### config.mk
export PLATFORM = sky130hd
export DESIGN_NAME = ogne_ctrl
export DESIGN_NICKNAME = d
export VERILOG_FILES = /design/src/rtl/core/ogne_pkg.sv /design/src/rtl/core/ogne_ctrl.sv
export SDC_FILE = /design/constraint.sdc
export NUM_CORES = 1
export LEC_CHECK = 0
export ABC_CLOCK_PERIOD_IN_PS = 1500
export BUFFER_PORTS_ARGS = -buffer_cell sky130_fd_sc_hd__buf_2
export CAP_MARGIN = 40
export CORE_MARGIN = 5
export CORE_UTILIZATION = 42
export CTS_CLUSTER_SIZE = 16
export DETAILED_ROUTE_END_ITERATION = 12
export PLACE_DENSITY_LB_ADDON = 0.15
export SYNTH_ARGS = -nofsm -noshare
export SYNTH_HDL_FRONTEND = slang
export SYNTH_SLANG_ARGS = --single-unit
### constraint.sdc
create_clock -name clk_i -period 1.5 [get_ports clk_i]
set_input_delay 0.075 -clock clk_i [delete_from_list [all_inputs] [get_ports clk_i]]
set_output_delay 0.075 -clock clk_i [all_outputs]
set_load 0.03 [all_outputs]
### src/rtl/core/ogne_pkg.sv
// ogne_pkg: shared constants, codes and command/status types of the
// occupancy grid neighbor engine. Used by ogne_ctrl, ogne_datapath and the
// top level; depends on nothing.
package ogne_pkg;

  // grid geometry and counter size
  localparam int GRID_W     = 64;
  localparam int GRID_H     = 64;
  localparam int GRID_CELLS = GRID_W * GRID_H;
  localparam int ADDR_BITS  = $clog2(GRID_CELLS);
  localparam int COUNT_BITS = 16;

  // field widths of the stream words
  localparam int X_BITS     = 6;
  localparam int Y_BITS     = 6;
  localparam int DELTA_BITS = 16;
  localparam int COST_BITS  = 4;
  localparam int SQ_BITS    = 13;
  localparam int CNT_BITS   = 16;
  localparam int IN_BITS    = 32;
  localparam int OUT_BITS   = 48;

  // signed coordinate width used for neighbor offsets
  localparam int CX_BITS = X_BITS + 2;
  localparam int CY_BITS = Y_BITS + 2;

  // move costs in tenths
  localparam logic [COST_BITS-1:0] COST_ONE = 4'd10;
  localparam logic [COST_BITS-1:0] COST_TWO = 4'd13;

  // neighbor candidate list
  localparam int NUM_CAND  = 12;
  localparam int CAND_BITS = $clog2(NUM_CAND);

  typedef enum logic [1:0] {
    KIND_CLEAR   = 2'd0,
    KIND_ADD     = 2'd1,
    KIND_NBR     = 2'd2,
    KIND_NEAREST = 2'd3
  } kind_e;

  typedef enum logic [1:0] {
    ADDR_QUERY = 2'd0,
    ADDR_CAND  = 2'd1,
    ADDR_SCAN  = 2'd2
  } addr_sel_e;

  typedef enum logic {
    WR_ZERO = 1'b0,
    WR_ADD  = 1'b1
  } wr_sel_e;

  typedef enum logic [1:0] {
    RES_ZERO = 2'd0,
    RES_ADD  = 2'd1,
    RES_PEND = 2'd2,
    RES_BEST = 2'd3
  } res_sel_e;

  typedef struct packed {
    logic signed [2:0]    dx;
    logic signed [2:0]    dy;
    logic [COST_BITS-1:0] cost;
  } cand_t;

  // controller to datapath
  typedef struct packed {
    logic      load;
    logic      rd_en;
    addr_sel_e addr_sel;
    logic      wr_en;
    wr_sel_e   wr_sel;
    logic      scan_clr;
    logic      scan_inc;
    logic      scan_rd;
    logic      idx_clr;
    logic      idx_inc;
    logic      pend_clr;
    logic      pend_load;
    logic      best_clr;
    logic      push;
    res_sel_e  res_sel;
    logic      res_last;
  } ogne_cmd_t;

  // datapath to controller
  typedef struct packed {
    logic rd_zero;
    logic cand_ok;
    logic idx_last;
    logic scan_last;
    logic pend_have;
    logic best_have;
    logic out_free;
  } ogne_sts_t;

  // candidate order: +x, +2x, +y, +2y, -x, -2x, -y, -2y, then diagonals
  function automatic cand_t cand_offset(input logic [CAND_BITS-1:0] idx);
    cand_t c;
    c = '{dx: 3'sd0, dy: 3'sd0, cost: COST_ONE};
    unique case (idx)
      4'd0:    c = '{dx:  3'sd1, dy:  3'sd0, cost: COST_ONE};
      4'd1:    c = '{dx:  3'sd2, dy:  3'sd0, cost: COST_TWO};
      4'd2:    c = '{dx:  3'sd0, dy:  3'sd1, cost: COST_ONE};
      4'd3:    c = '{dx:  3'sd0, dy:  3'sd2, cost: COST_TWO};
      4'd4:    c = '{dx: -3'sd1, dy:  3'sd0, cost: COST_ONE};
      4'd5:    c = '{dx: -3'sd2, dy:  3'sd0, cost: COST_TWO};
      4'd6:    c = '{dx:  3'sd0, dy: -3'sd1, cost: COST_ONE};
      4'd7:    c = '{dx:  3'sd0, dy: -3'sd2, cost: COST_TWO};
      4'd8:    c = '{dx:  3'sd1, dy:  3'sd1, cost: COST_ONE};
      4'd9:    c = '{dx: -3'sd1, dy:  3'sd1, cost: COST_ONE};
      4'd10:   c = '{dx: -3'sd1, dy: -3'sd1, cost: COST_ONE};
      4'd11:   c = '{dx:  3'sd1, dy: -3'sd1, cost: COST_ONE};
      default: c = '{dx:  3'sd0, dy:  3'sd0, cost: COST_ONE};
    endcase
    return c;
  endfunction

endpackage

### src/rtl/core/ogne_ctrl.sv
// ogne_ctrl: sequencer of the occupancy grid neighbor engine. Steps through
// clearing sweeps, add, neighbor and nearest scans. Depends on ogne_pkg.
module ogne_ctrl import ogne_pkg::*; (
  input  logic        clk_i,
  input  logic        rst_ni,
  input  logic        in_valid_i,
  input  logic [1:0]  in_kind_i,
  output logic        in_ready_o,
  input  ogne_sts_t   sts_i,
  output ogne_cmd_t   cmd_o
);

  typedef enum logic [3:0] {
    ST_INIT_SWEEP,
    ST_IDLE,
    ST_CLR_SWEEP,
    ST_ADD_RD,
    ST_ADD_WR,
    ST_NB_RD0,
    ST_NB_CHK,
    ST_NB_RD,
    ST_NB_EVAL,
    ST_NB_END,
    ST_NR_SCAN,
    ST_NR_D1,
    ST_NR_D2,
    ST_NR_OUT,
    ST_EMIT_ZERO
  } state_e;

  state_e state_q, state_d;
  kind_e  kind;

  assign kind       = kind_e'(in_kind_i);
  assign in_ready_o = (state_q == ST_IDLE);

  // next state and commands
  always_comb begin
    state_d = state_q;
    cmd_o   = '0;
    unique case (state_q)
      ST_INIT_SWEEP, ST_CLR_SWEEP: begin
        cmd_o.wr_en    = 1'b1;
        cmd_o.wr_sel   = WR_ZERO;
        cmd_o.scan_inc = 1'b1;
        if (sts_i.scan_last) begin
          state_d = (state_q == ST_CLR_SWEEP) ? ST_EMIT_ZERO : ST_IDLE;
        end
      end
      ST_IDLE: begin
        cmd_o.scan_clr = 1'b1;
        cmd_o.idx_clr  = 1'b1;
        cmd_o.pend_clr = 1'b1;
        cmd_o.best_clr = 1'b1;
        if (in_valid_i) begin
          cmd_o.load = 1'b1;
          unique case (kind)
            KIND_CLEAR:   state_d = ST_CLR_SWEEP;
            KIND_ADD:     state_d = ST_ADD_RD;
            KIND_NBR:     state_d = ST_NB_RD0;
            KIND_NEAREST: state_d = ST_NR_SCAN;
            default:      state_d = ST_IDLE;
          endcase
        end
      end
      ST_ADD_RD: begin
        cmd_o.rd_en    = 1'b1;
        cmd_o.addr_sel = ADDR_QUERY;
        state_d        = ST_ADD_WR;
      end
      ST_ADD_WR: begin
        if (sts_i.out_free) begin
          cmd_o.wr_en    = 1'b1;
          cmd_o.wr_sel   = WR_ADD;
          cmd_o.push     = 1'b1;
          cmd_o.res_sel  = RES_ADD;
          cmd_o.res_last = 1'b1;
          state_d        = ST_IDLE;
        end
      end
      ST_NB_RD0: begin
        cmd_o.rd_en    = 1'b1;
        cmd_o.addr_sel = ADDR_QUERY;
        state_d        = ST_NB_CHK;
      end
      ST_NB_CHK: begin
        state_d = sts_i.rd_zero ? ST_NB_RD : ST_EMIT_ZERO;
      end
      ST_NB_RD: begin
        if (sts_i.cand_ok) begin
          cmd_o.rd_en    = 1'b1;
          cmd_o.addr_sel = ADDR_CAND;
          state_d        = ST_NB_EVAL;
        end else if (sts_i.idx_last) begin
          state_d = ST_NB_END;
        end else begin
          cmd_o.idx_inc = 1'b1;
        end
      end
      ST_NB_EVAL: begin
        // a free candidate pushes out the one held before it
        if (!sts_i.rd_zero || !sts_i.pend_have || sts_i.out_free) begin
          if (sts_i.rd_zero) begin
            cmd_o.pend_load = 1'b1;
            cmd_o.push      = sts_i.pend_have;
            cmd_o.res_sel   = RES_PEND;
          end
          if (sts_i.idx_last) begin
            state_d = ST_NB_END;
          end else begin
            cmd_o.idx_inc = 1'b1;
            state_d       = ST_NB_RD;
          end
        end
      end
      ST_NB_END: begin
        if (sts_i.out_free) begin
          cmd_o.push     = 1'b1;
          cmd_o.res_sel  = sts_i.pend_have ? RES_PEND : RES_ZERO;
          cmd_o.res_last = 1'b1;
          state_d        = ST_IDLE;
        end
      end
      ST_NR_SCAN: begin
        cmd_o.rd_en    = 1'b1;
        cmd_o.addr_sel = ADDR_SCAN;
        cmd_o.scan_rd  = 1'b1;
        cmd_o.scan_inc = 1'b1;
        if (sts_i.scan_last) begin
          state_d = ST_NR_D1;
        end
      end
      ST_NR_D1: state_d = ST_NR_D2;
      ST_NR_D2: state_d = ST_NR_OUT;
      ST_NR_OUT: begin
        if (sts_i.out_free) begin
          cmd_o.push     = 1'b1;
          cmd_o.res_sel  = sts_i.best_have ? RES_BEST : RES_ZERO;
          cmd_o.res_last = 1'b1;
          state_d        = ST_IDLE;
        end
      end
      ST_EMIT_ZERO: begin
        if (sts_i.out_free) begin
          cmd_o.push     = 1'b1;
          cmd_o.res_sel  = RES_ZERO;
          cmd_o.res_last = 1'b1;
          state_d        = ST_IDLE;
        end
      end
      default: state_d = ST_IDLE;
    endcase
  end

  // state register, reset starts the clearing pass
  always_ff @(posedge clk_i or negedge rst_ni) begin
    if (!rst_ni) begin
      state_q <= ST_INIT_SWEEP;
    end else begin
      state_q <= state_d;
    end
  end

endmodule

==> results by group, run 1 <==
Placed design
  • Port buffer count: 30
  • Post-detail-place hpwl: 1760 microns
  • GPL Wtd Cong: 0.801
  • Setup slack at placement: -0.227 ns

Job
  • Max-Cap Viols: 0

Die
  • Die Wd: 51.6 microns
  • Die area: 2660 sq um
  • Number of top-level pins: 31
  • Die span in y: 51.6 microns
  • Initial cell density of the core: 43.0%
  • FP Rows: 15
  • CORE AREA: 1690 sq um

Routing
  • Final WL: 2510 microns
  • Pre-antenna DRT Iters: 4
  • Final ANT Viol Nets: 0
  • Vias: 885
  • Via-to-Cell Ratio: 5.64
  • Remaining DRCs: 0
  • Iter 0 DRT Violations: 29
  • WL/cell: 16.0 microns

Outcome
  • Failing checks: setup timing
  • Status: finished, violations left

Global route
  • Overflow after GRT: 0
  • Vias in the first global route: 864
  • Initial antenna violation count: 0
  • First-pass GRT wire length: 3810 microns
  • Largest net degree at the start of global routing: 12
  • Aggregate global-route resource usage: 19.1%

Clock network
  • Clk buf depth: 2
  • Worst-Skew Late Latency: 0.24 ns
  • Worst-path clk slew: 0.04 ns
  • CTS tree: done
  • Clock Root Buffer: clkbuf_4
  • H-tree Lvls: 1
  • CTS Sinks: 4
  • Total CTS buffers: 3

Synth
  • Syn Nets: 105
  • EDFF count, synth: 0
  • Mapped Avg Cell Area: 8.06 sq um
  • Most used DFF post-synth: dfrtp_1
  • Mapped cell area: 726 sq um
  • Synth unique cells: 42
  • Yosys reg bits: 4
  • Cells after Synth: 90
  • Sequential area share after synthesis: 13.8%
  • Synth async-reset ratio: 100%
  • Total of warnings raised by yosys: 0

Power
  • PwrDens: 2450 nW/um^2
  • VDD IR max: 1.38 mV
  • Leak: 0.000610 uW

Timing
  • Worst setup margin: -0.220 ns
  • Final Slew Violations: 0
  • Final hold slack: 0.166 ns
  • Worst slew pin tran: 0.339 ns
  • Unrepaired setup endpoints after global routing: true
  • Worst clock skew: 0.00325 ns
  • Setup TNS: -1.95 ns
  • Tmin final: 1.72 ns
  • FMAX: 581 MHz
  • Final hold violation count: 0
  • Period utilization: 115%
  • Count of final setup violators: 19
  • Rel. slew slack: 77.4%

Min path
  • HP Class: input port to asynchronous set/reset pin

Setup path
  • Crit. End Element: flop
  • Kind of critical path: flop to flop
  • Startpoint Class: flop
  • Crit Path Max Fanout: 6
  • Crit path DAT: 1.83 ns
  • Crit path required time: 1.61 ns

Finish
  • Largest Register: state_q
  • # nets final: 157
  • Max FFs per register: 4
  • Layout cells sized above 1: 65.0%
  • Layout Utilization: 74.4%
  • Layout area overhead: 73.3%
  • Diode count: 0
  • Top Registers: state_q x4
[timing repair]
| item | in CTS | in global routing |
|---|---|---|
| gates resized for setup | 46 | 14 |
| hold buffers | 1 | 0 |
| cloned | 0 | 0 |
| buffers inserted | 1 | 6 |
| endpoints found under the setup margin | 22 | 23 |
| pin swaps | 7 | 7 |
| endpoints found under the hold margin | 4 | 0 |
[metal layers]
| metal | global-route usage (%) | part of all wire (%) | vias up |
|---|---|---|---|
| met2 | 34.7 | 55 | 40 |
| met4 | 10.5 | 1.3 | 0 |
| met5 | 0 | 0 | - |
| met1 | 22.8 | 39 | 412 |
| li1 | - | - | 427 |
| met3 | 0 | 4.2 | 6 |
[cell usage after synthesis, types with 3 or more instances]
cell | count | area [sq um]
buf_4 | 7 | 52.6
a21oi_1 | 6 | 30.0
o21ai_0 | 6 | 30.0
inv_1 | 5 | 18.8
nand2_1 | 5 | 18.8
nor3_1 | 5 | 25.0
dfrtp_1 | 4 | 100
nor2b_1 | 4 | 25.0
ha_1 | 3 | 37.5
mux2_4 | 3 | 45.0
nand2b_1 | 3 | 18.8
[metrics by stage]
step,cell area (sq um),total power (uW),cells
2_1_floorplan,752,1770,90
3_3_place_gp,1000,2350,147
3_5_place_dp,1000,2370,147
4_1_cts,1170,2870,152
5_1_grt,1260,3260,157
6_report,1260,3080,157
[critical path, stage by stage, from the launching register on]
cell and delay, ns:
dfrtp_2 0.44, buf_4 0.16, nor3_4 0.25, a31oi_4 0.13, o211ai_4 0.28, mux2_4 0.33
[cell usage in the layout (no fill, tap or decap), types with 2 or more instances in the layout]
cell type  instances
nand2_1            4
buf_6             20
nor2_2             2
clkbuf_4           4
nor2b_1            3
a21oi_1            6
mux2i_1            2
o21ai_1            2
buf_4             26
nor3_1             3
buf_2             12
inv_2              2
dfrtp_2            4
a21boi_0           2
o21ai_2            2
and4_1             2
o21ai_0            3
mux2_4             3
ha_1               3
nand2b_1           3
inv_4              2
inv_1              2
[worst paths after layout]
| kind | start | endpoint | slack [ns] | cells after the start |
|---|---|---|---|---|
| min in group clk_i | sts_i[0] | state_q[3]$_DFFE_PN0P_ | 0.38 | 3 |
| worst max register to register | state_q[0]$_DFFE_PN0P_ | state_q[1]$_DFFE_PN0P_ | -0.22 | 5 |
| max in group asynchronous | rst_ni | state_q[1]$_DFFE_PN0P_ | 1.20 | 2 |
| worst min-delay path | rst_ni | state_q[3]$_DFFE_PN0P_ | 0.17 | 2 |
| worst max-delay path | state_q[0]$_DFFE_PN0P_ | state_q[1]$_DFFE_PN0P_ | -0.22 | 5 |
| worst min register to register | state_q[2]$_DFFE_PN0P_ | state_q[0]$_DFFE_PN0P_ | 0.79 | 3 |
[kinds of logic (layout without fill, tap and decap cells)]
kind of cell,after synthesis,after routing,synth area share [%]
compound gates,27,27,27.8
xor+xnor,1,1,1.21
fa+ha+maj,3,3,5.17
buf+inv,19,69,15.9
flops,4,4,13.8
mux,6,6,10.5
simple gates,30,30,25.7
[layout make-up]
class / count / area (sq um)
Multi-Input combinational cell: 67 / 583
Tap cell: 17 / 21.3
Clock buffer: 3 / 22.5
Inverter: 6 / 27.5
Fill cell: 125 / 432
Sequential cell: 4 / 105
Timing Repair Buffer: 60 / 498
[where the power goes]
part / leakage [uW] / internal [uW] / switching, uW
clock network: 0.0000138 / 89.6 / 45.8
logic: 0.000553 / 1360 / 1290
registers: 0.0000432 / 177 / 114
No activity file was read; power rests on OpenSTA's default activity.
==> inputs of run 2 (changes only) <==
--- a/config.mk
+++ b/config.mk
@@ -10,9 +10,11 @@
 export CAP_MARGIN = 40
 export CORE_MARGIN = 5
 export CORE_UTILIZATION = 42
+export CTS_BUF_LIST = sky130_fd_sc_hd__clkbuf_16
 export CTS_CLUSTER_SIZE = 16
 export DETAILED_ROUTE_END_ITERATION = 12
 export PLACE_DENSITY_LB_ADDON = 0.15
 export SYNTH_ARGS = -nofsm -noshare
 export SYNTH_HDL_FRONTEND = slang
 export SYNTH_SLANG_ARGS = --single-unit
+export TNS_END_PERCENT = 20
==> results by group, run 2 (synthesis gave the netlist of run 1 again) <==
Timing
  • Period utilization: 111% (-3.2 points)
  • Unrepaired setup endpoints after global routing: true
  • Worst slew pin tran: 0.271 ns (-0.0677 ns)
  • Final Slew Violations: 0 (unchanged)
  • Tmin final: 1.67 ns (-0.0479 ns)
  • Worst clock skew: 0.000876 ns (-0.00237 ns)
  • Count of final setup violators: 17 (-2)
  • Final hold violation count: 0 (unchanged)
  • Worst setup margin: -0.172 ns (+0.0479 ns)
  • FMAX: 598 MHz (+2.9%)
  • Rel. slew slack: 81.9% (+4.5 points)

Die
  • FP Rows: 15 (unchanged)
  • Initial cell density of the core: 43.0% (unchanged)
  • Die Wd: 51.6 microns (unchanged)
  • Number of top-level pins: 31 (unchanged)
  • Die area: 2660 sq um (unchanged)
  • Die span in y: 51.6 microns (unchanged)
  • CORE AREA: 1690 sq um (unchanged)

Power
  • Switching part of the total: 44.1% (-3.0 points)
  • Combinational share of power: 77.7% (-8.4 points)
  • Switch Pwr: 1410 uW (-3.0%)
  • VDD IR max: 1.36 mV (-1.8%)
  • Clock power share: 13.2% (+8.8 points)
  • PwrDens: 2550 nW/um^2 (+4.3%)
  • Leak: 0.000618 uW (+1.2%)
  • Reg power frac: 9.1% (-0.4 points)
  • Int Pwr: 1780 uW (+9.3%)

Min path
  • HP Class: input port to asynchronous set/reset pin

Setup path
  • Startpoint Class: flop
  • Crit Path Max Fanout: 6 (unchanged)
  • Worst path top cell family by delay: flip-flops
  • CP Buf/Inv Count: 1 (unchanged)
  • Worst r2r path cells: 5 (unchanged)
  • Crit path DAT: 1.60 ns (-0.23 ns)
  • Crit-path slowest cell: dfrtp_2
  • CP Cell Sequence: nor2b_4 -> a22o_1 -> a31oi_4 -> and2b_1 -> buf_6
  • Crit. End Element: output port
  • Stages on the worst setup path: 5 (unchanged)
  • Worst path max stage delay: 0.45 ns (about the same)
  • Crit path required time: 1.42 ns (-0.19 ns)
  • Kind of critical path: flop to output port

Routing
  • Final WL: 2280 microns (-9.0%)
  • Final ANT Viol Nets: 0 (unchanged)
  • Iter 0 DRT Violations: 19 (-34%)
  • Remaining DRCs: 0 (unchanged)
  • WL/cell: 14.7 microns (-7.9%)
  • Pre-antenna DRT Iters: 5 (+1)
  • Via-to-Cell Ratio: 5.33 (-5.5%)
  • Vias: 826 (-6.7%)

Finish
  • # nets final: 155 (-1.3%)
  • Fill cells: 131 (+4.8%)
  • Layout cells sized above 1: 64.5% (-0.51 points)
  • Most frequent cells in the layout: buf_4 (34), buf_2 (13), buf_6 (9)
  • Layout area overhead: 72.1%
  • Reg area: 105 sq um (unchanged)
  • Max FFs per register: 4 (unchanged)
  • Area of the multi-input gates: 589 sq um (+1.1%)
  • Top Registers: state_q x4
  • Diode count: 0 (unchanged)
  • Most common cell after layout, fill and taps aside: buf_4
  • Layout Utilization: 73.9% (-0.52 points)
  • Largest Register: state_q

Job
  • Max-Cap Viols: 0 (unchanged)

Clock network
  • Clk buf depth: 2 (unchanged)
  • Worst-path clk slew: 0.03 ns (about the same)
  • Worst-Skew Late Latency: 0.23 ns (about the same)
  • Clock Root Buffer: clkbuf_16
  • CTS tree: done
  • H-tree Lvls: 1 (unchanged)
  • Total CTS buffers: 3 (unchanged)
  • CTS Sinks: 4 (unchanged)

Placed design
  • Post-detail-place hpwl: 1660 microns (-5.6%)
  • Setup slack at placement: -0.236 ns (-0.00919 ns)
  • Port buffer count: 30 (unchanged)
  • GPL Wtd Cong: 0.772 (-3.7%)

Global route
  • Vias in the first global route: 840 (-2.8%)
  • Overflow after GRT: 0 (unchanged)
  • First-pass GRT wire length: 3890 microns (+2.2%)
  • Aggregate global-route resource usage: 19.3% (+0.12 points)
  • Largest net degree at the start of global routing: 11 (-1)
  • Initial antenna violation count: 0 (unchanged)

Outcome
  • Status: finished, violations left
  • Failing checks: setup timing
[run 2: metal layers]
metal / part of all wire, % / global-route usage, % / routed length (microns)
met3: 3.2 / 1.72 / 74
met5: 0 / 0 / 0
met2: 52 / 35.4 / 1190
met1: 43 / 23.7 / 988
met4: 1.2 / 5.24 / 27
[run 2: path summary, 6_finish.rpt]
path / slack (ns) / from / end
max: -0.17 / state_q[2]$_DFFE_PN0P_ / cmd_o[3]
min: 0.18 / rst_ni / state_q[2]$_DFFE_PN0P_
max reg2reg: -0.16 / state_q[1]$_DFFE_PN0P_ / state_q[0]$_DFFE_PN0P_
min reg2reg: 0.75 / state_q[0]$_DFFE_PN0P_ / state_q[0]$_DFFE_PN0P_
max in group asynchronous: 1.19 / rst_ni / state_q[0]$_DFFE_PN0P_
min in group clk_i: 0.36 / sts_i[6] / state_q[0]$_DFFE_PN0P_
[run 2: power by group through the flow]
stage / Combinational, uW / Sequential [uW] / Clock, uW
after floorplan: 1540 / 181 / 0
after global placement: 2030 / 271 / 0
after detailed placement: 2040 / 278 / 0
after CTS: 2410 / 281 / 424
after global routing: 2660 / 295 / 432
final: 2470 / 288 / 422
[run 2: final cells by class]
class | count | share of cell area (%)
multi-input combinational | 67 | 47.2
sequential | 4 | 8.42
tap | 17 | 1.70
timing repair buffer | 58 | 34.9
inverter | 6 | 1.80
clock buffer | 3 | 6.01
[run 2: repair_timing]
action | CTS | global route
hold endpoints to repair | 4 | 0
setup endpoints to repair | 22 | 23
pin swaps | 5 | 2
hold buffers | 1 | 0
buffers inserted | 4 | 0
gates resized for setup | 41 | 7
[run 2: per-stage QoR]
stage | hold WS [ns] | cells | total power (uW) | setup TNS [ns] | area [sq um]
after floorplan | -0.221 | 90 | 1720 | -1.32 | 734
after global placement | -0.116 | 147 | 2300 | -0.903 | 986
after detailed placement | -0.115 | 147 | 2310 | -1.12 | 986
after CTS | 0.187 | 155 | 3110 | -1.84 | 1220
after global routing | 0.212 | 155 | 3390 | -3.14 | 1250
final | 0.183 | 155 | 3180 | -1.88 | 1250
